===== config.mk =====
export PLATFORM = sky130hd
export DESIGN_NAME = line_substring_filter_core_flat
export DESIGN_NICKNAME = d
export VERILOG_FILES = /design/src/design/lsf_pkg.sv /design/src/design/lsf_channels.sv /design/src/design/lsf_front.sv /design/src/design/lsf_fifo.sv /design/src/design/lsf_back.sv /design/src/design/line_substring_filter_core.sv /design/src/flat_wrapper.sv
export SDC_FILE = /design/constraint.sdc
export NUM_CORES = 1
export LEC_CHECK = 0
export ABC_CLOCK_PERIOD_IN_PS = 6000
export BUFFER_PORTS_ARGS = -buffer_cell sky130_fd_sc_hd__clkbuf_2
export CAP_MARGIN = 20
export CORE_MARGIN = 5
export CORE_UTILIZATION = 26
export DETAILED_ROUTE_END_ITERATION = 8
export PLACE_DENSITY = 0.43
export RECOVER_POWER = 50
export SLEW_MARGIN = 20
export SYNTH_ARGS = -nofsm -noshare
export SYNTH_HDL_FRONTEND = slang
export SYNTH_SLANG_ARGS = --single-unit

===== constraint.sdc =====
create_clock -name clk -period 6 [get_ports clk]
set_input_delay 1.2 -clock clk [delete_from_list [all_inputs] [get_ports clk]]
set_output_delay 1.2 -clock clk [all_outputs]
set_load 0.005 [all_outputs]

===== src/design/lsf_pkg.sv =====
// ----------------------------------------------------------------------------
// lsf_pkg
// Types and constants shared by the line substring filter modules.
// ----------------------------------------------------------------------------
package lsf_pkg;

	localparam int CFG_INDEX_W = 2;
	localparam int CFG_DATA_W  = 64;
	localparam int QUEUE_DEPTH = 4;
	localparam int QUEUE_PTR_W = 2;
	localparam int QUEUE_CNT_W = 3;

	localparam logic [7:0] NEWLINE_CHAR = 8'h0A;

	typedef enum logic [CFG_INDEX_W-1:0] {
		CFG_PATTERN_LOW    = 2'd0,
		CFG_PATTERN_HIGH   = 2'd1,
		CFG_PATTERN_LENGTH = 2'd2,
		CFG_INVERT_SELECT  = 2'd3
	} cfg_index_t;

	typedef struct packed {
		logic [63:0] pattern_low_bytes;
		logic [63:0] pattern_high_bytes;
		logic [4:0]  pattern_length;
		logic        invert_select;
	} cfg_t;

	typedef struct packed {
		logic [7:0] data_byte;
		logic       end_of_stream;
		logic       is_newline;
	} text_entry_t;

endpackage


===== src/design/lsf_channels.sv =====
// ----------------------------------------------------------------------------
// lsf_channels
// Valid/ready channels for text bytes and for chunk records.
// ----------------------------------------------------------------------------
interface lsf_text_if;
	logic       valid;
	logic       ready;
	logic [7:0] data_byte;
	logic       end_of_stream;

	modport source (output valid, output data_byte, output end_of_stream, input ready);
	modport sink (input valid, input data_byte, input end_of_stream, output ready);
endinterface

interface lsf_rec_if;
	logic        valid;
	logic        ready;
	logic [31:0] line_number;
	logic        selected;
	logic [12:0] chunk_length;
	logic        ended_by_newline;

	modport source (output valid, output line_number, output selected,
		output chunk_length, output ended_by_newline, input ready);
	modport sink (input valid, input line_number, input selected,
		input chunk_length, input ended_by_newline, output ready);
endinterface


===== src/design/lsf_front.sv =====
// ----------------------------------------------------------------------------
// lsf_front
// Accepts text transactions and classifies each into a queue entry.
// ----------------------------------------------------------------------------
module lsf_front
	import lsf_pkg::*;
(
	lsf_text_if.sink    text_ch,
	output logic        push_valid,
	input  logic        push_ready,
	output text_entry_t push_entry
);

	always_comb begin
		text_ch.ready            = push_ready;
		push_valid               = text_ch.valid;
		push_entry.data_byte     = text_ch.data_byte;
		push_entry.end_of_stream = text_ch.end_of_stream;
		push_entry.is_newline    = !text_ch.end_of_stream && (text_ch.data_byte == NEWLINE_CHAR);
	end

endmodule


===== src/design/lsf_fifo.sv =====
// ----------------------------------------------------------------------------
// lsf_fifo
// Short queue of classified text entries between the front and back parts.
// ----------------------------------------------------------------------------
module lsf_fifo
	import lsf_pkg::*;
(
	input  logic        clk,
	input  logic        arst_n,
	input  logic        push_valid,
	output logic        push_ready,
	input  text_entry_t push_entry,
	output logic        pop_valid,
	input  logic        pop_ready,
	output text_entry_t pop_entry
);

	text_entry_t            store_q [QUEUE_DEPTH];
	logic [QUEUE_PTR_W-1:0] wr_ptr_q;
	logic [QUEUE_PTR_W-1:0] rd_ptr_q;
	logic [QUEUE_CNT_W-1:0] count_q;
	logic                   do_push;
	logic                   do_pop;

	always_comb begin
		push_ready = (count_q != QUEUE_CNT_W'(QUEUE_DEPTH));
		pop_valid  = (count_q != '0);
		pop_entry  = store_q[rd_ptr_q];
		do_push    = push_valid && push_ready;
		do_pop     = pop_valid && pop_ready;
	end

	always_ff @(posedge clk) begin
		if (do_push) begin
			store_q[wr_ptr_q] <= push_entry;
		end
	end

	always_ff @(posedge clk or negedge arst_n) begin
		if (!arst_n) begin
			wr_ptr_q <= '0;
			rd_ptr_q <= '0;
			count_q  <= '0;
		end else begin
			if (do_push) begin
				wr_ptr_q <= wr_ptr_q + 1'b1;
			end
			if (do_pop) begin
				rd_ptr_q <= rd_ptr_q + 1'b1;
			end
			if (do_push && !do_pop) begin
				count_q <= count_q + 1'b1;
			end else if (do_pop && !do_push) begin
				count_q <= count_q - 1'b1;
			end
		end
	end

endmodule


===== src/design/lsf_back.sv =====
// ----------------------------------------------------------------------------
// lsf_back
// Window compare, chunk and line counting, and the record output register.
// ----------------------------------------------------------------------------
module lsf_back
	import lsf_pkg::*;
#(
	parameter int LINE_CHUNK_MAX = 8192,
	parameter int PATTERN_MAX    = 16
) (
	input  logic        clk,
	input  logic        arst_n,
	input  cfg_t        cfg,
	input  logic        pop_valid,
	output logic        pop_ready,
	input  text_entry_t pop_entry,
	lsf_rec_if.source   rec_ch
);

	localparam int CW = $clog2(LINE_CHUNK_MAX);
	localparam logic [CW-1:0] LAST_COUNT = CW'(LINE_CHUNK_MAX - 1);
	localparam logic [4:0]    PM_LEN     = 5'(PATTERN_MAX);

	logic [PATTERN_MAX-1:0][7:0] window_q;
	logic [PATTERN_MAX-1:0][7:0] window_new;
	logic [CW-1:0]               count_q;
	logic [CW-1:0]               count_new;
	logic                        match_q;
	logic                        match_new;
	logic [31:0]                 line_q;
	logic [31:0]                 line_next;
	logic [127:0]                pattern;
	logic [4:0]                  act_len;
	logic [PATTERN_MAX:1]        full_match;
	logic                        sel_match;
	logic                        advance;
	logic                        do_pop;
	logic                        emit;
	logic                        emit_hit;
	logic                        emit_by_nl;
	logic [CW-1:0]               emit_len;

	logic        rec_valid_q;
	logic [31:0] rec_line_q;
	logic        rec_sel_q;
	logic [12:0] rec_len_q;
	logic        rec_nl_q;

	always_comb begin
		pattern = {cfg.pattern_high_bytes, cfg.pattern_low_bytes};
		act_len = (cfg.pattern_length > PM_LEN) ? PM_LEN : cfg.pattern_length;

		window_new[0] = pop_entry.data_byte;
		for (int k = 1; k < PATTERN_MAX; k++) begin
			window_new[k] = window_q[k-1];
		end
		count_new = count_q + 1'b1;

		for (int n = 1; n <= PATTERN_MAX; n++) begin
			full_match[n] = 1'b1;
			for (int i = 0; i < n; i++) begin
				if (window_new[n-1-i] != pattern[8*i +: 8]) begin
					full_match[n] = 1'b0;
				end
			end
		end
		sel_match = 1'b0;
		for (int n = 1; n <= PATTERN_MAX; n++) begin
			if (act_len == 5'(n)) begin
				sel_match = full_match[n];
			end
		end
		match_new = match_q || (act_len == '0) ||
			((32'(count_new) >= 32'(act_len)) && sel_match);

		advance = !rec_valid_q || rec_ch.ready;
		pop_ready = advance;
		do_pop = pop_valid && advance;

		if (pop_entry.end_of_stream) begin
			emit       = (count_q != '0);
			emit_hit   = match_q || (act_len == '0);
			emit_by_nl = 1'b0;
			emit_len   = count_q;
		end else begin
			emit       = pop_entry.is_newline || (count_new == LAST_COUNT);
			emit_hit   = match_new;
			emit_by_nl = pop_entry.is_newline;
			emit_len   = count_new;
		end
		line_next = line_q + 1'b1;

		rec_ch.valid            = rec_valid_q;
		rec_ch.line_number      = rec_line_q;
		rec_ch.selected         = rec_sel_q;
		rec_ch.chunk_length     = rec_len_q;
		rec_ch.ended_by_newline = rec_nl_q;
	end

	always_ff @(posedge clk) begin
		if (do_pop && !pop_entry.end_of_stream) begin
			window_q <= window_new;
		end
		if (do_pop && emit) begin
			rec_line_q <= line_next;
			rec_sel_q  <= emit_hit ^ cfg.invert_select;
			rec_len_q  <= 13'(emit_len);
			rec_nl_q   <= emit_by_nl;
		end
	end

	always_ff @(posedge clk or negedge arst_n) begin
		if (!arst_n) begin
			count_q     <= '0;
			match_q     <= 1'b0;
			line_q      <= '0;
			rec_valid_q <= 1'b0;
		end else begin
			if (advance) begin
				rec_valid_q <= do_pop && emit;
			end
			if (do_pop) begin
				if (pop_entry.end_of_stream) begin
					count_q <= '0;
					match_q <= 1'b0;
					line_q  <= '0;
				end else if (emit) begin
					count_q <= '0;
					match_q <= 1'b0;
					line_q  <= line_next;
				end else begin
					count_q <= count_new;
					match_q <= match_new;
				end
			end
		end
	end

endmodule


===== src/design/line_substring_filter_core.sv =====
// ----------------------------------------------------------------------------
// line_substring_filter_core
// Splits a text byte stream into line chunks and flags chunks holding a
// configured fixed pattern, or with invert set the chunks without it.
// ----------------------------------------------------------------------------
// Channel   Direction  Payload
// text_ch   in         data_byte[7:0], end_of_stream
// rec_ch    out        line_number[31:0], selected, chunk_length[12:0],
//                      ended_by_newline
//
// One text transaction is taken every cycle while the queue has room; the
// window compare and the counters in the back part retire one queued byte per
// cycle while the record register is empty or being taken.
// The four-entry queue and the record register let either side stall alone.
// Reset clears counters, queue and record valid; no clearing pass follows.
// ----------------------------------------------------------------------------
module line_substring_filter_core
	import lsf_pkg::*;
#(
	parameter int LINE_CHUNK_MAX = 8192,
	parameter int PATTERN_MAX    = 16
) (
	input  logic                   clk,
	input  logic                   arst_n,
	input  logic                   cfg_write,
	input  logic [CFG_INDEX_W-1:0] cfg_index,
	input  logic [CFG_DATA_W-1:0]  cfg_data,
	lsf_text_if.sink               text_ch,
	lsf_rec_if.source              rec_ch
);

	cfg_t        cfg_q;
	logic        push_valid;
	logic        push_ready;
	text_entry_t push_entry;
	logic        pop_valid;
	logic        pop_ready;
	text_entry_t pop_entry;

	always_ff @(posedge clk or negedge arst_n) begin
		if (!arst_n) begin
			cfg_q <= '0;
		end else if (cfg_write) begin
			case (cfg_index_t'(cfg_index))
				CFG_PATTERN_LOW:    cfg_q.pattern_low_bytes  <= cfg_data;
				CFG_PATTERN_HIGH:   cfg_q.pattern_high_bytes <= cfg_data;
				CFG_PATTERN_LENGTH: cfg_q.pattern_length     <= cfg_data[4:0];
				CFG_INVERT_SELECT:  cfg_q.invert_select      <= cfg_data[0];
				default:            cfg_q                    <= cfg_q;
			endcase
		end
	end

	lsf_front u_front (
		.text_ch    (text_ch),
		.push_valid (push_valid),
		.push_ready (push_ready),
		.push_entry (push_entry)
	);

	lsf_fifo u_fifo (
		.clk        (clk),
		.arst_n     (arst_n),
		.push_valid (push_valid),
		.push_ready (push_ready),
		.push_entry (push_entry),
		.pop_valid  (pop_valid),
		.pop_ready  (pop_ready),
		.pop_entry  (pop_entry)
	);

	lsf_back #(
		.LINE_CHUNK_MAX (LINE_CHUNK_MAX),
		.PATTERN_MAX    (PATTERN_MAX)
	) u_back (
		.clk       (clk),
		.arst_n    (arst_n),
		.cfg       (cfg_q),
		.pop_valid (pop_valid),
		.pop_ready (pop_ready),
		.pop_entry (pop_entry),
		.rec_ch    (rec_ch)
	);

endmodule


===== src/flat_wrapper.sv =====
// flat-port wrapper written by rule: the top's interface ports become plain ports
module line_substring_filter_core_flat import lsf_pkg::*;
#(
	parameter int LINE_CHUNK_MAX = 8192,
	parameter int PATTERN_MAX    = 16
)
  (clk, arst_n, cfg_write, cfg_index, cfg_data, text_ch_valid, text_ch_data_byte, text_ch_end_of_stream, text_ch_ready, rec_ch_valid, rec_ch_line_number, rec_ch_selected, rec_ch_chunk_length, rec_ch_ended_by_newline, rec_ch_ready);
  lsf_text_if text_ch_i ();
  lsf_rec_if rec_ch_i ();
  input  logic clk;
  input  logic arst_n;
  input  logic cfg_write;
  input  logic [CFG_INDEX_W-1:0] cfg_index;
  input  logic [CFG_DATA_W-1:0] cfg_data;
  input wire logic [$bits(text_ch_i.valid)-1:0] text_ch_valid;
  input wire logic [$bits(text_ch_i.data_byte)-1:0] text_ch_data_byte;
  input wire logic [$bits(text_ch_i.end_of_stream)-1:0] text_ch_end_of_stream;
  output wire logic [$bits(text_ch_i.ready)-1:0] text_ch_ready;
  output wire logic [$bits(rec_ch_i.valid)-1:0] rec_ch_valid;
  output wire logic [$bits(rec_ch_i.line_number)-1:0] rec_ch_line_number;
  output wire logic [$bits(rec_ch_i.selected)-1:0] rec_ch_selected;
  output wire logic [$bits(rec_ch_i.chunk_length)-1:0] rec_ch_chunk_length;
  output wire logic [$bits(rec_ch_i.ended_by_newline)-1:0] rec_ch_ended_by_newline;
  input wire logic [$bits(rec_ch_i.ready)-1:0] rec_ch_ready;
  assign text_ch_i.valid = text_ch_valid;
  assign text_ch_i.data_byte = text_ch_data_byte;
  assign text_ch_i.end_of_stream = text_ch_end_of_stream;
  assign text_ch_ready = text_ch_i.ready;
  assign rec_ch_valid = rec_ch_i.valid;
  assign rec_ch_line_number = rec_ch_i.line_number;
  assign rec_ch_selected = rec_ch_i.selected;
  assign rec_ch_chunk_length = rec_ch_i.chunk_length;
  assign rec_ch_ended_by_newline = rec_ch_i.ended_by_newline;
  assign rec_ch_i.ready = rec_ch_ready;
  line_substring_filter_core #(.LINE_CHUNK_MAX(LINE_CHUNK_MAX), .PATTERN_MAX(PATTERN_MAX)) u_core (.clk(clk), .arst_n(arst_n), .cfg_write(cfg_write), .cfg_index(cfg_index), .cfg_data(cfg_data), .text_ch(text_ch_i), .rec_ch(rec_ch_i));
endmodule

; ---- After elaboration in Yosys (flattened, before gate mapping)
; Memories as Yosys holds them, arrays and structs flattened.
; Cells that the tools add are included.
[totals]
regBits = 355
ram_bits = 40
inputBits = 80
output_inout_bits = 49
word_cells = 392
mem_count = 1
[op_classes]
n_addsub = 6
n_lt_le_gt_ge = 2
n_eq_ne = 158
muxes = 166
n_bitwise = 1
reduce_logical = 28
[mem_list]
columns = name, depth, word_bits, read_ports, rd_ports_with_merged_regs, write_ports, line
row1 = u_core.u_fifo.store_q, 4, 10, 1, 0, 1, lsf_fifo.sv:18  ; text_entry_t store_q [QUEUE_DEPTH];
[ops]
columns = op, n
row1 = $ne 8x8->1, 136
row2 = $mux 1, 158
row3 = $mux 32, 2
row4 = $eq 5x4->1 const B, 8
row5 = $mux 13, 3
row6 = $add 32x1->32 const B, 1
row7 = $eq 5x3->1 const B, 4
row8 = $add 13x1->13 const B, 1
row9 = $eq 13x13->1 const B, 1
row10 = $ge 13x5->1, 1
row11 = $reduce_bool 13->1, 1
row12 = $eq 5x2->1 const B, 2
row13 = $reduce_and 2->1, 5
row14 = $eq 8x4->1 const B, 1
row15 = $logic_and 1x1->1, 8
row16 = $mux 3, 2
row17 = $eq 5x1->1 const B, 1
row18 = $eq 5x5->1 const B, 1
row19 = $gt 5x5->1 const B, 1
row20 = $logic_not 1->1, 5
row21 = $logic_not 5->1, 1
row22 = $mux 5, 1
row23 = $add 2x1->2 const B, 2
row24 = $eq 2x2->1 const B, 2
row25 = 9 further kinds, 13

; ---- Depth between registers and ports, before layout
; Gate-level depths: netlist (run 1).
[logic_depth]
ltp_word = 23
ltp_mapped = 14
depth_no_buf = 13

; ---- By module
; A second synthesis (run 1) with hierarchy kept.
[unflattened]
cells_unflattened = 2691
area_unflattened_um2 = 28934.0
[by_module_without_submodules]
columns = mod, n_inst, cells_per_inst, area_each_um2, seq_area_each_um2
row1 = lsf_back, 1, 2304, 21524.4, 6190.9
row2 = line_substring_filter_core, 1, 286, 5420.2, 3353.2
row3 = lsf_fifo, 1, 87, 1883.1, 1376.3
row4 = lsf_front, 1, 14, 106.4, 0.0

; ---- Worst setup path after synthesis (run 1)
; OpenSTA, ideal clock, no wires.
[synth_path]
kind = input to register
start = input rec_ch_ready
end = register u_core.u_back.line_q[14]
setup_time_ns = 0.084
arrival_ns = 5.834
required_time_ns = 5.916
slack_ns = 0.082
stages = 7
n_path_buf = 1
path_cell_list = inv_1 > nand2_1 > o31a_1 > clkinv_1 > nor2_1 > clkbuf_1 > a32o_1
[synth_via]
elab_chain_cells = 3
[synth_lines]
columns = item, line
row1 = from (decl), flat_wrapper.sv:24  ; input wire logic [$bits(rec_ch_i.ready)-1:0] rec_ch_ready;
row2 = $logic_or 1x1->1, lsf_back.sv:76  ; advance = !rec_valid_q || rec_ch.ready;
row3 = $logic_and 1x1->1, lsf_back.sv:78  ; do_pop = pop_valid && advance;
row4 = $reduce_and 2->1 (no source line), -
row5 = to (signal assigned), lsf_back.sv:130  ; line_q <= line_next;
row6 = to (decl), lsf_back.sv:30  ; logic [31:0] line_q;
; No other way between the ends.
; A chain may end at the register's enable or synchronous reset.

; ---- Worst setup path in the final report (run 1)
[layout_path]
start = register u_core.u_back.window_q, in the netlist u_core.u_back.window_new[9]
end = register u_core.u_back.rec_sel_q (netlist: u_core.u_back.rec_ch.selected) (data pin)
[layout_via]
elab_chain_cells = 22
elab_cells_between_ends = 64
classes_between = eq/ne (15) / mux (46) / bitwise (1) / reduce/logical (2)
[layout_lines]
columns = item, line
row1 = from (decl), lsf_back.sv:24  ; logic [PATTERN_MAX-1:0][7:0] window_q;
row2 = from (signal assigned), lsf_back.sv:102  ; window_q <= window_new;
row3 = $ne 8x8->1, lsf_back.sv:62  ; if (window_new[n-1-i] != pattern[8*i +: 8]) begin
row4 = $mux 1 (2 in series), lsf_back.sv:62
row5 = $mux 1 (14 in series), lsf_back.sv:69  ; if (act_len == 5'(n)) begin
row6 = $mux 1 (*), lsf_back.sv:69
row7 = $logic_and 1x1->1 (*), lsf_back.sv:74  ; ((32'(count_new) >= 32'(act_len)) && sel_match);
row8 = $logic_or 1x1->1 (*), lsf_back.sv:73  ; match_new = match_q || (act_len == '0) ||
row9 = $mux 1 (*), lsf_back.sv:80  ; if (pop_entry.end_of_stream) begin
row10 = $xor 1x1->1 (*), lsf_back.sv:106  ; rec_sel_q <= emit_hit ^ cfg.invert_select;
row11 = to (signal assigned), lsf_back.sv:106
row12 = to (decl), lsf_back.sv:45  ; logic rec_sel_q;
; Every way passes the cells marked *; elsewhere a longest branch is shown, timed or not.

==> results of run 1 <==
## cells by family after synthesis
group / after synthesis
xor gates and xnor gates: 1081
muxes: 130
AOI/OAI and AO/OA: 189
and+or+nand+nor: 577
buffers and inverters: 399
DFF: 395
adders and majority gates: 15
## power breakdown
part | switching (mW) | total (mW) | internal, mW
combinational | 6.17 | 9.70 | 3.53
clock | 1.20 | 2.90 | 1.70
sequential | 2.79 | 6.92 | 4.12
total | 10.2 | 19.5 | 9.36
## layout by cell type, fill, tap and decap left out, drive strengths merged, types with 4 or more instances in the layout
cell type and instances:
mux4 10, xor2 656, nand2b 9, o22ai 21
edfxtp 207, o31ai 8, a22o 8, dfrtp 188
nor4 192, mux2i 4, nand4 142, bufinv 5
o21ai 61, or3 5, a21oi 12, a221oi 12
nor3 25, nor2 47, o2111ai 4, o2bb2ai 6
clkbuf 232, inv 75, a32o 19, nand2 71
buf 121, xnor2 425, a31oi 10, nand3 47
ha 14, nor2b 7, clkinv 15, mux2 116
and3 16
## final timing paths
check | start | end | cells past startpoint
hold reg to reg | u_core.u_back.window_new[23] | u_core.u_back.window_new[31] | 0
setup reg to reg | u_core.u_back.window_new[9] | u_core.u_back.rec_ch.selected | 11
max in group asynchronous | arst_n | u_core.cfg_q[105] | 1
setup / recovery | u_core.u_back.window_new[9] | u_core.u_back.rec_ch.selected | 11
min in group asynchronous | arst_n | u_core.u_back.line_q[8] | 1
hold / removal | u_core.u_back.window_new[23] | u_core.u_back.window_new[31] | 0
## Yosys cell counts, types with 5 or more instances
master,n
nor2_1,46
a221oi_1,12
o22ai_1,21
nand4_1,142
buf_2,48
and3_1,16
or3_1,5
buf_6,8
a21oi_1,12
nand3_1,46
buf_1,100
a32o_1,19
ha_1,14
nor3_1,24
mux4_1,6
a31oi_1,10
buf_4,7
o2bb2ai_1,6
mux2_2,116
nor4_1,191
nand2b_1,9
o21ai_0,56
o21ai_1,5
dfrtp_1,188
edfxtp_1,207
nor2b_1,7
clkbuf_1,157
xnor2_1,425
inv_1,73
xor2_1,656
o31ai_1,8
a22o_1,8
nand2_1,71
## registers in the layout (all words and copies together) (netlist names), 2 cells and up
name and flops:
u_core.cfg_q 134, u_core.u_back.count_q 13, u_core.u_back.line_q 32, u_core.u_back.rec_ch.chunk_length 13
u_core.u_back.rec_ch.line_number 32, u_core.u_back.window_new 120, u_core.u_fifo.count_q 3, u_core.u_fifo.rd_ptr_q 2
u_core.u_fifo.store_q 40, u_core.u_fifo.wr_ptr_q 2
## per-layer routing
| metal | up-vias | GRT usage, % |
|---|---|---|
| met5 | - | 0 |
| met4 | 2 | 17.2 |
| met3 | 655 | 8.56 |
| met2 | 1865 | 37.3 |
| met1 | 12200 | 34.1 |
| li1 | 9608 | - |
## worst max-delay path: stages (launching register included)
cell      delay [ns]
edfxtp_1        0.32
clkbuf_1        1.75
xor2_1          0.18
nor4_1          0.43
nand4_1         0.30
nor4_1          0.67
nand4_1         0.18
o211ai_1        0.21
o21ai_1         0.12
o21ai_1         0.30
a31oi_1         0.15
xnor2_1         0.15
## cell type report
class | count | area [um^2]
Fill cell | 11300 | 76700
Clock inverter | 21 | 283
Tap cell | 1414 | 1770
Multi-Input combinational cell | 1992 | 15900
Clock buffer | 65 | 1260
Sequential cell | 395 | 10900
Inverter | 74 | 278
Timing Repair Buffer | 289 | 1720
## stage by stage
stage	power [mW]	area [um^2]	std cells	hold WS, ns
after floorplan	11.6	28500	2786	0.421
after global placement	16.2	30800	4164	0.432
after detailed placement	16.1	30800	4164	0.444
after CTS	19.1	32300	4250	0.456
after global routing	19.9	32100	4250	0.463
final	19.5	32100	4250	0.457
==> results.md, run 1 <==
- Top post-synthesis cells by area: edfxtp_1, xor2_1, dfrtp_1, xnor2_1, mux2_2
- CTS tree: done
- Combinational family with the most area after synthesis: XOR/XNOR gates
- DRT met1 WL: 62800 um
- EDFF count, synth: 207
- Total of max-cap violations: 17
- Chip Width: 341 um
- Final hold violation count: 0
- Hold WC Path Type: reg -> reg
- WL per Instance: 37.3 um
- DR vias/cell: 5.72
- Final setup fails: 0
- WS Path Type: reg -> reg
- Relative slew slack: -177%
- P per Cell Area: 608 nW/um^2
- PortBufs: 128
- PostCTS Resize Cnt: 0
- Seq/Total Area, Yosys: 38.4%
- Yosys top cell area share: 21.8%
- Buffers inserted by post-CTS timing repair: 0
- Remaining global-route overflow: 0
- DR vias: 24300
- PnR worst setup slack: 0.957 ns
- DR WL met3: 18700 um
- NumNets Final: 2893
- Syn Nets: 2881
- Slew Limit Fails: 437
- Drt initial violations: 3468
- Clock transition at the registers of the reported paths: 0.06 ns
- Top Layer Used: met5
- Yosys warning total: 0
- Data required time at the worst endpoint: 6.37 ns
- Metal2 WL: 63600 um
- Die height: 341 um
- Startpoint Class: flip-flop
- P&R area growth vs syn: 12.8%
- # diodes: 0
- Fraction of the mapped netlist area in adder cells: 0.686%
- Post-synthesis compound-gate area fraction: 4.63%
- Global-route wire length before repair: 212000 um
- Post-Synthesis Cell Area: 28500 um^2
- Hold_buf cts: 0
- Cell count after synthesis: 2786
- RSZ-0062 raised after global routing: false
- Setup TNS: 0 ns
- Post-synthesis xor/xnor area fraction: 33.3%
- Crit path time final: 5.04 ns
- Post-synth top area cell: edfxtp_1
- Pre-CTS setup slack: 1.68 ns
- Worst VDD drop: 0.331 mV
- CTS Buffer Depth: 3
- Via count of the first global-routing pass: 23500
- Fraction of synthesized area in multiplexers: 5.60%
- Total Wirelength: 158000 um
- IO Pins: 129
- Die area: 116000 um^2
- CP max FO: 17
- Status: finished with violations
- Crit share post-route: 84.0%
- CTS Buf Count: 46
- Leakage power total: 11.9 nW
- Clk root buf: clkbuf_16
- FF+latch count, synth: 395
- Fmax achieved: 0.198 GHz
- Post-synth cell types: 74
- Violated checks: max-capacitance violations, max-slew violations
- GRT Total Usage: 26.3%
- Clock skew: 0.0294 ns
- Actual slew at the worst max-slew pin: 4.15 ns
- Final RePlAce weighted congestion: 1.10
- R2R setup slack: 0.96 ns
- Site Rows: 121
- CTS HTree Levels: 2
- Top_reg_cell synth: edfxtp_1
- Avg Inst Size Synth: 10.2 um^2
- Worst-Skew Late Latency: 0.62 ns
- Synth Area in Simple Gates: 11.5%
- ANT nets after route: 0
- CP Data Arrival Time: 5.41 ns
- Layout cell share with drive strength beyond 1: 15.7%
- CORE AREA: 109000 um^2
- Post-synth ARST share: 47.6%
- Starting Density: 26.1%
- Largest net degree at the start of global routing: 127
- Worst Setup End Kind: flip-flop
- Clock sink count: 395
- TritonRoute pass-1 iters: 8
- Initial antenna violation count: 3
- Final core occ: 29.5%
- Post-DP HPWL: 113000 um
- Drc violations: 0
No activity file was read; power rests on OpenSTA's default activity.
==> run 2, diff against run 1 <==
--- a/config.mk
+++ b/config.mk
@@ -5,13 +5,13 @@
 export SDC_FILE = /design/constraint.sdc
 export NUM_CORES = 1
 export LEC_CHECK = 0
-export ABC_CLOCK_PERIOD_IN_PS = 6000
+export ABC_CLOCK_PERIOD_IN_PS = 4400
 export BUFFER_PORTS_ARGS = -buffer_cell sky130_fd_sc_hd__clkbuf_2
 export CAP_MARGIN = 20
 export CORE_MARGIN = 5
 export CORE_UTILIZATION = 26
 export DETAILED_ROUTE_END_ITERATION = 8
-export PLACE_DENSITY = 0.43
+export PLACE_DENSITY = 0.45
 export RECOVER_POWER = 50
 export SLEW_MARGIN = 20
 export SYNTH_ARGS = -nofsm -noshare
==> constraint.sdc (replaced) <==
create_clock -name clk -period 4.4 [get_ports clk]
set_input_delay 0.88 -clock clk [delete_from_list [all_inputs] [get_ports clk]]
set_output_delay 0.88 -clock clk [all_outputs]
set_load 0.005 [all_outputs]
==> results.md, run 2 (synthesis results as in run 1) <==
- Die height: 341 um (unchanged)
- Final hold violation count: 0 (unchanged)
- Area of the multi-input gates: 15900 um^2 (about the same)
- Leakage power total: 12.6 nW (+5.9%)
- NumNets Final: 3016 (+4.3%)
- Crit share post-route: 96.7% (+13 points)
- Critical path launch point: u_core.u_back.window_new[17]
- DR vias/cell: 5.61 (-1.9%)
- Clock share of power: 14.4% (-0.5 points)
- Status: finished with violations
- Worst-Skew Late Latency: 0.67 ns (+0.05 ns)
- Internal power: 13.2 mW (+41%)
- R2R setup slack: 0.14 ns (-0.81 ns)
- Final RePlAce weighted congestion: 1.11 (+0.93%)
- Worst r2r dst: u_core.u_back.rec_ch.selected
- TritonRoute pass-1 iters: 7 (-1)
- Switch Pwr: 13.9 mW (+37%)
- Most flops, register: u_core.cfg_q
- DR vias: 24500 (+1.0%)
- Relative slew slack: -102% (+74 points)
- Final setup fails: 0 (unchanged)
- Largest net degree at the start of global routing: 110 (-13%)
- Setup TNS: 0 ns (unchanged)
- Initial antenna violation count: 11 (+8)
- GRT Total Usage: 26.5% (+0.20 points)
- Commonest non-fill, non-tap cell in the layout: xor2_1
- Drc violations: 0 (unchanged)
- CP Data Arrival Time: 4.65 ns (-0.76 ns)
- P&R area growth vs syn: 16.6%
- CP delay by family, top: simple AND/OR/NAND/NOR gates
- Clock sink count: 395 (unchanged)
- Crit path time final: 4.26 ns (-0.788 ns)
- Global-route wire length before repair: 213000 um (+0.50%)
- P per Cell Area: 818 nW/um^2 (+35%)
- Drt initial violations: 3429 (-1.1%)
- CTS Buf Count: 46 (unchanged)
- Total of max-cap violations: 3 (-14)
- WL per Instance: 36.4 um (-2.2%)
- Max FFs per register: 134 (unchanged)
- Total Wirelength: 159000 um (+0.65%)
- Sequential power share: 35.0% (-0.4 points)
- Slew Limit Fails: 204 (-53%)
- Hold WC Path Type: in -> reg
- Most frequent cells in the layout: xor2_1, xnor2_1, buf_4, edfxtp_1, nor4_1
- CTS tree: done
- CP bufs+invs: 2 (+1)
- Fmax achieved: 0.235 GHz (+19%)
- Slowest stage cell, crit path: clkbuf_1
- Chip Width: 341 um (unchanged)
- Hold_buf cts: 0 (unchanged)
- ANT nets after route: 0 (unchanged)
- Slowest stage delay, CP: 1.08 ns (-0.67 ns)
- Worst VDD drop: 0.464 mV (+40%)
- Timing endpoint of the critical path: u_core.u_back.rec_ch.selected
- PortBufs: 128 (unchanged)
- Fillers: 11300 (-0.41%)
- Buffers inserted by post-CTS timing repair: 0 (unchanged)
- CTS HTree Levels: 2 (unchanged)
- Data required time at the worst endpoint: 4.80 ns (-1.57 ns)
- Startpoint Class: flip-flop
- Total power: 27.2 mW (+39%)
- CTS Buffer Depth: 3 (unchanged)
- Post-DP HPWL: 118000 um (+4.3%)
- CP max FO: 9 (-8)
- Clk root buf: clkbuf_16
- Clock transition at the registers of the reported paths: 0.06 ns (about the same)
- RSZ-0062 raised after global routing: false
- Sw Ratio: 51.4% (-0.71 points)
- Crit path cell chain: clkbuf_1 -> xor2_1 -> nor4_1 -> nand4_1 -> nor4_1 -> nand4_1 -> a32oi_1 -> o21ai_1 -> o21ai_1 -> buf_4 -> a31oi_1 -> xnor2_1
- Remaining global-route overflow: 0 (unchanged)
- Layout cell share with drive strength beyond 1: 19.4% (+3.7 points)
- Die area: 116000 um^2 (unchanged)
- WP depth: 12 (+1)
- Via count of the first global-routing pass: 23800 (+1.2%)
- Starting Density: 26.1% (unchanged)
- IO Pins: 129 (unchanged)
- Reg2reg start: u_core.u_back.window_new[17]
- Violated checks: max-capacitance violations, max-slew violations
- Actual slew at the worst max-slew pin: 3.03 ns (-1.12 ns)
- WS Path Type: reg -> reg
- Reg area: 10900 um^2 (about the same)
- Reg2Reg Depth: 12 (+1)
- Site Rows: 121 (unchanged)
- Clock skew: 0.0568 ns (+0.0274 ns)
- Logic gate share of total power: 50.6% (+0.9 points)
- CORE AREA: 109000 um^2 (unchanged)
- Worst Setup End Kind: flip-flop
- PostCTS Resize Cnt: 0 (unchanged)
## run 2: changes by cell type in the layout (fill, tap and decap cells not counted), moves of 2 or more
cell / before / now
diode_2: 0 / 3
clkinv_4: 3 / 1
clkinv_2: 6 / 9
clkbuf_2: 117 / 120
buf_4: 119 / 237
dfrtp_2: 8 / 1
dfrtp_1: 180 / 187
clkbuf_1: 66 / 54
buf_12: 2 / 13
bufinv_16: 5 / 2
clkbuf_8: 2 / 11
clkinv_1: 5 / 2
## run 2: through the flow
| stage | hold slack [ns] | instances | cell area [um^2] | setup WS, ns | utilization, % |
|---|---|---|---|---|---|
| floorplan | 0.421 | 2786 | 28500 | 0.412 | - |
| global placement | 0.488 | 4287 | 31800 | 0.632 | 29.2 |
| detailed placement | 0.493 | 4287 | 31800 | 0.629 | 29.2 |
| CTS | 0.339 | 4373 | 33400 | 0.609 | 30.7 |
| global route | 0.478 | 4373 | 33200 | 0.255 | 30.5 |
| finish | 0.470 | 4376 | 33200 | 0.145 | 30.5 |
## run 2: layout make-up
cell class	instances	share of cell area, %
antenna	3	0.0226
clock buffer	69	4.06
clock inverter	17	0.607
inverter	74	0.837
multi-input combinational	1992	47.8
sequential	395	32.9
tap	1414	5.33
timing repair buffer	412	8.43
## run 2: tightest hold or removal path, delay by kind of cell
| kind | cells | cell delay (ns) |
|---|---|---|
| buffers and inverters | 1 | 0.09 |
| AND/OR/NAND/NOR | 1 | 0.04 |
| AO/OA/AOI/OAI | 1 | 0.06 |
## run 2: worst min path at each step
stage | start | end | slack, ns | depth (start not counted)
finish | cfg_data[7] | u_core.cfg_q[77] | 0.47 | 3
global route | cfg_data[57] | u_core.cfg_q[63] | 0.48 | 2
CTS | arst_n | u_core.u_back.line_q[9] | 0.34 | 1
detailed placement | u_core.u_back.rec_ch.valid | u_core.u_back.rec_ch.valid | 0.49 | 1
global placement | u_core.u_back.line_q[31] | u_core.u_back.line_q[31] | 0.49 | 1
floorplan | u_core.u_back.window_new[9] | u_core.u_back.window_new[17] | 0.42 | 0
## run 2: metal layers
metal / track usage (%) / vias up / wire (um)
met3: 8.82 / 702 / 19400
met1: 33.4 / 12100 / 61000
met2: 37.7 / 1908 / 63700
li1: - / 9850 / -
met4: 19.1 / 8 / 15300
met5: 0 / - / 48
## run 2: power groups by stage
stage                     sequential, mW  combinational (mW)  clock, mW
after floorplan                     6.25                9.47          0
after global placement              9.24                13.5          0
after detailed placement            9.16                13.4          0
after CTS                           9.13                13.5       4.05
after global routing                9.23                14.3       4.17
final                               9.49                13.7       3.92
==> run 3, diff against run 2 <==
--- a/config.mk
+++ b/config.mk
@@ -17,3 +17,4 @@
 export SYNTH_ARGS = -nofsm -noshare
 export SYNTH_HDL_FRONTEND = slang
 export SYNTH_SLANG_ARGS = --single-unit
+export TNS_END_PERCENT = 30
==> constraint.sdc (replaced) <==
create_clock -name clk -period 4.4 [get_ports clk]
set_input_delay 0.88 -clock clk [delete_from_list [all_inputs] [get_ports clk]]
set_output_delay 0.88 -clock clk [all_outputs]
set_load 0.01 [all_outputs]
==> results.md, run 3 (synthesis results as in run 1) <==
- Status: finished with violations
- Violated checks: max-capacitance violations, max-slew violations
- P per Cell Area: 824 nW/um^2 (+0.76%)
- Final hold violation count: 0 (unchanged)
- CTS tree: done
- WS Path Type: reg -> reg
- Via count of the first global-routing pass: 24100 (+1.4%)
- NumNets Final: 3034 (+0.60%)
- Leakage power total: 12.7 nW (+0.18%)
- Most frequent cells in the layout: xor2_1, xnor2_1, buf_4, edfxtp_1, nor4_1
- Worst-Skew Late Latency: 0.62 ns (-0.05 ns)
- Hold_buf cts: 0 (unchanged)
- Total power: 27.4 mW (+0.87%)
- DR vias: 24900 (+1.3%)
- Most flops, register: u_core.cfg_q
- Slew Limit Fails: 208 (+2.0%)
- WL per Instance: 37.7 um (+3.5%)
- Hold WC Path Type: in -> reg
- CP max FO: 8 (-1)
- TritonRoute pass-1 iters: 5 (-2)
- Data required time at the worst endpoint: 4.76 ns (-0.04 ns)
- Final RePlAce weighted congestion: 1.10 (-0.78%)
- Clock transition at the registers of the reported paths: 0.07 ns (about the same)
- Busiest grt layer: met2
- PostCTS Resize Cnt: 0 (unchanged)
- Global-route wire length before repair: 221000 um (+3.9%)
- IO Pins: 129 (unchanged)
- Met2 Usage GRT: 39.3% (+1.7 points)
- Worst VDD drop: 0.511 mV (+10%)
- Finished Layout Cells: 4395 (+0.43%)
- Actual slew at the worst max-slew pin: 3.00 ns (-0.0358 ns)
- Clock sink count: 395 (unchanged)
- RSZ-0062 raised after global routing: false
- P&R area growth vs syn: 16.8%
- GRT Total Usage: 27.6% (+1.1 points)
- Setup TNS: 0 ns (unchanged)
- Crit share post-route: 94.2% (-2.5 points)
- Total Wirelength: 166000 um (+3.9%)
- CP Data Arrival Time: 4.50 ns (-0.15 ns)
- Post-DP HPWL: 125000 um (+5.8%)
- Site Rows: 121 (unchanged)
- Drt initial violations: 3741 (+9.1%)
- R2R setup slack: 0.26 ns (+0.11 ns)
- Fmax achieved: 0.241 GHz (+2.7%)
- Max FFs per register: 134 (unchanged)
- CORE AREA: 109000 um^2 (unchanged)
- CTS Buf Count: 46 (unchanged)
- Largest net degree at the start of global routing: 109 (-0.91%)
- Clk root buf: clkbuf_16
- CTS HTree Levels: 2 (unchanged)
- Remaining global-route overflow: 0 (unchanged)
- Startpoint Class: flip-flop
- M3 GR Usage: 8.46% (-0.36 points)
- Buffers inserted by post-CTS timing repair: 0 (unchanged)
- Commonest non-fill, non-tap cell in the layout: xor2_1
- Placed Cells: 4305 (+0.42%)
- Final setup fails: 0 (unchanged)
- Initial antenna violation count: 8 (-3)
- Relative slew slack: -99.7% (+2.4 points)
- Chip Width: 341 um (unchanged)
- GR met1 Demand/Resource: 36.1% (+2.7 points)
- Total of max-cap violations: 3 (unchanged)
- Drc violations: 0 (unchanged)
- Die area: 116000 um^2 (unchanged)
- CTS Buffer Depth: 3 (unchanged)
- Fillers: 11300 (+0.23%)
- PortBufs: 128 (unchanged)
- Layout cell share with drive strength beyond 1: 19.5% (+0.084 points)
- Clock skew: 0.0395 ns (-0.0172 ns)
- Starting Density: 26.1% (unchanged)
- ANT nets after route: 0 (unchanged)
- Worst Setup End Kind: flip-flop
- Die height: 341 um (unchanged)
- DR vias/cell: 5.66 (+0.85%)
- Crit path time final: 4.14 ns (-0.111 ns)
- Final hold slack: 0.484 ns (+0.0133 ns)
==> run 3: path summary, 6_finish.rpt <==
| path | start | end | cells past startpoint |
|---|---|---|---|
| max in group asynchronous | arst_n | u_core.cfg_q[74] | 1 |
| max reg2reg | u_core.u_back.window_new[30] | u_core.u_back.rec_ch.selected | 12 |
| min in group asynchronous | arst_n | u_core.u_back.line_q[12] | 1 |
| min reg2reg | u_core.u_back.match_q | u_core.u_back.match_q | 2 |
| max | u_core.u_back.window_new[30] | u_core.u_back.rec_ch.selected | 12 |
| min | cfg_data[34] | u_core.cfg_q[104] | 3 |
==> run 3: layer usage <==
metal / part of all wire (%) / vias to the layer above / wire, um
li1: - / 9900 / -
met1: 40 / 12400 / 65700
met2: 40 / 1929 / 66400
met3: 12 / 631 / 19600
met4: 8.4 / 12 / 14000
met5: 0.056 / - / 93
==> run 3: power by group <==
part           internal [mW]  total [mW]  switching (mW)
registers               5.61        9.28            3.67
logic                   5.38        14.3            8.95
clock network           2.13        3.78            1.65
total                   13.1        27.4            14.3
==> run 3: cell type report <==
cell class	count	area [um^2]	area share, %
clock buffers	67	1260	3.79
inverters	74	278	0.836
clock inverters	19	211	0.636
well taps	1414	1770	5.32
diodes	4	10.0	0.0301
flip-flops and latches	395	10900	32.9
repair buffers	430	2910	8.76
multi-input cells	1992	15900	47.8
==> run 3: stage by stage <==
step           setup WS (ns)  utilization, %  instance area (um^2)
4_1_cts                0.607            30.7                 33400
3_5_place_dp           0.635            29.3                 31900
2_1_floorplan         -0.658               -                 28500
6_report               0.256            30.5                 33200
3_3_place_gp           0.641            29.3                 31900
5_1_grt                0.210            30.5                 33200
==> run 3: worst max-delay path, cell delays in order (launching register included) <==
cell	delay (ns)
edfxtp_1	0.32
clkbuf_1	0.89
buf_4	0.36
xor2_1	0.08
nor4_1	0.44
nand4_1	0.26
nor4_1	0.44
nand4_1	0.19
o211ai_1	0.24
o21ai_1	0.10
o21ai_1	0.29
a31oi_1	0.16
xnor2_1	0.14
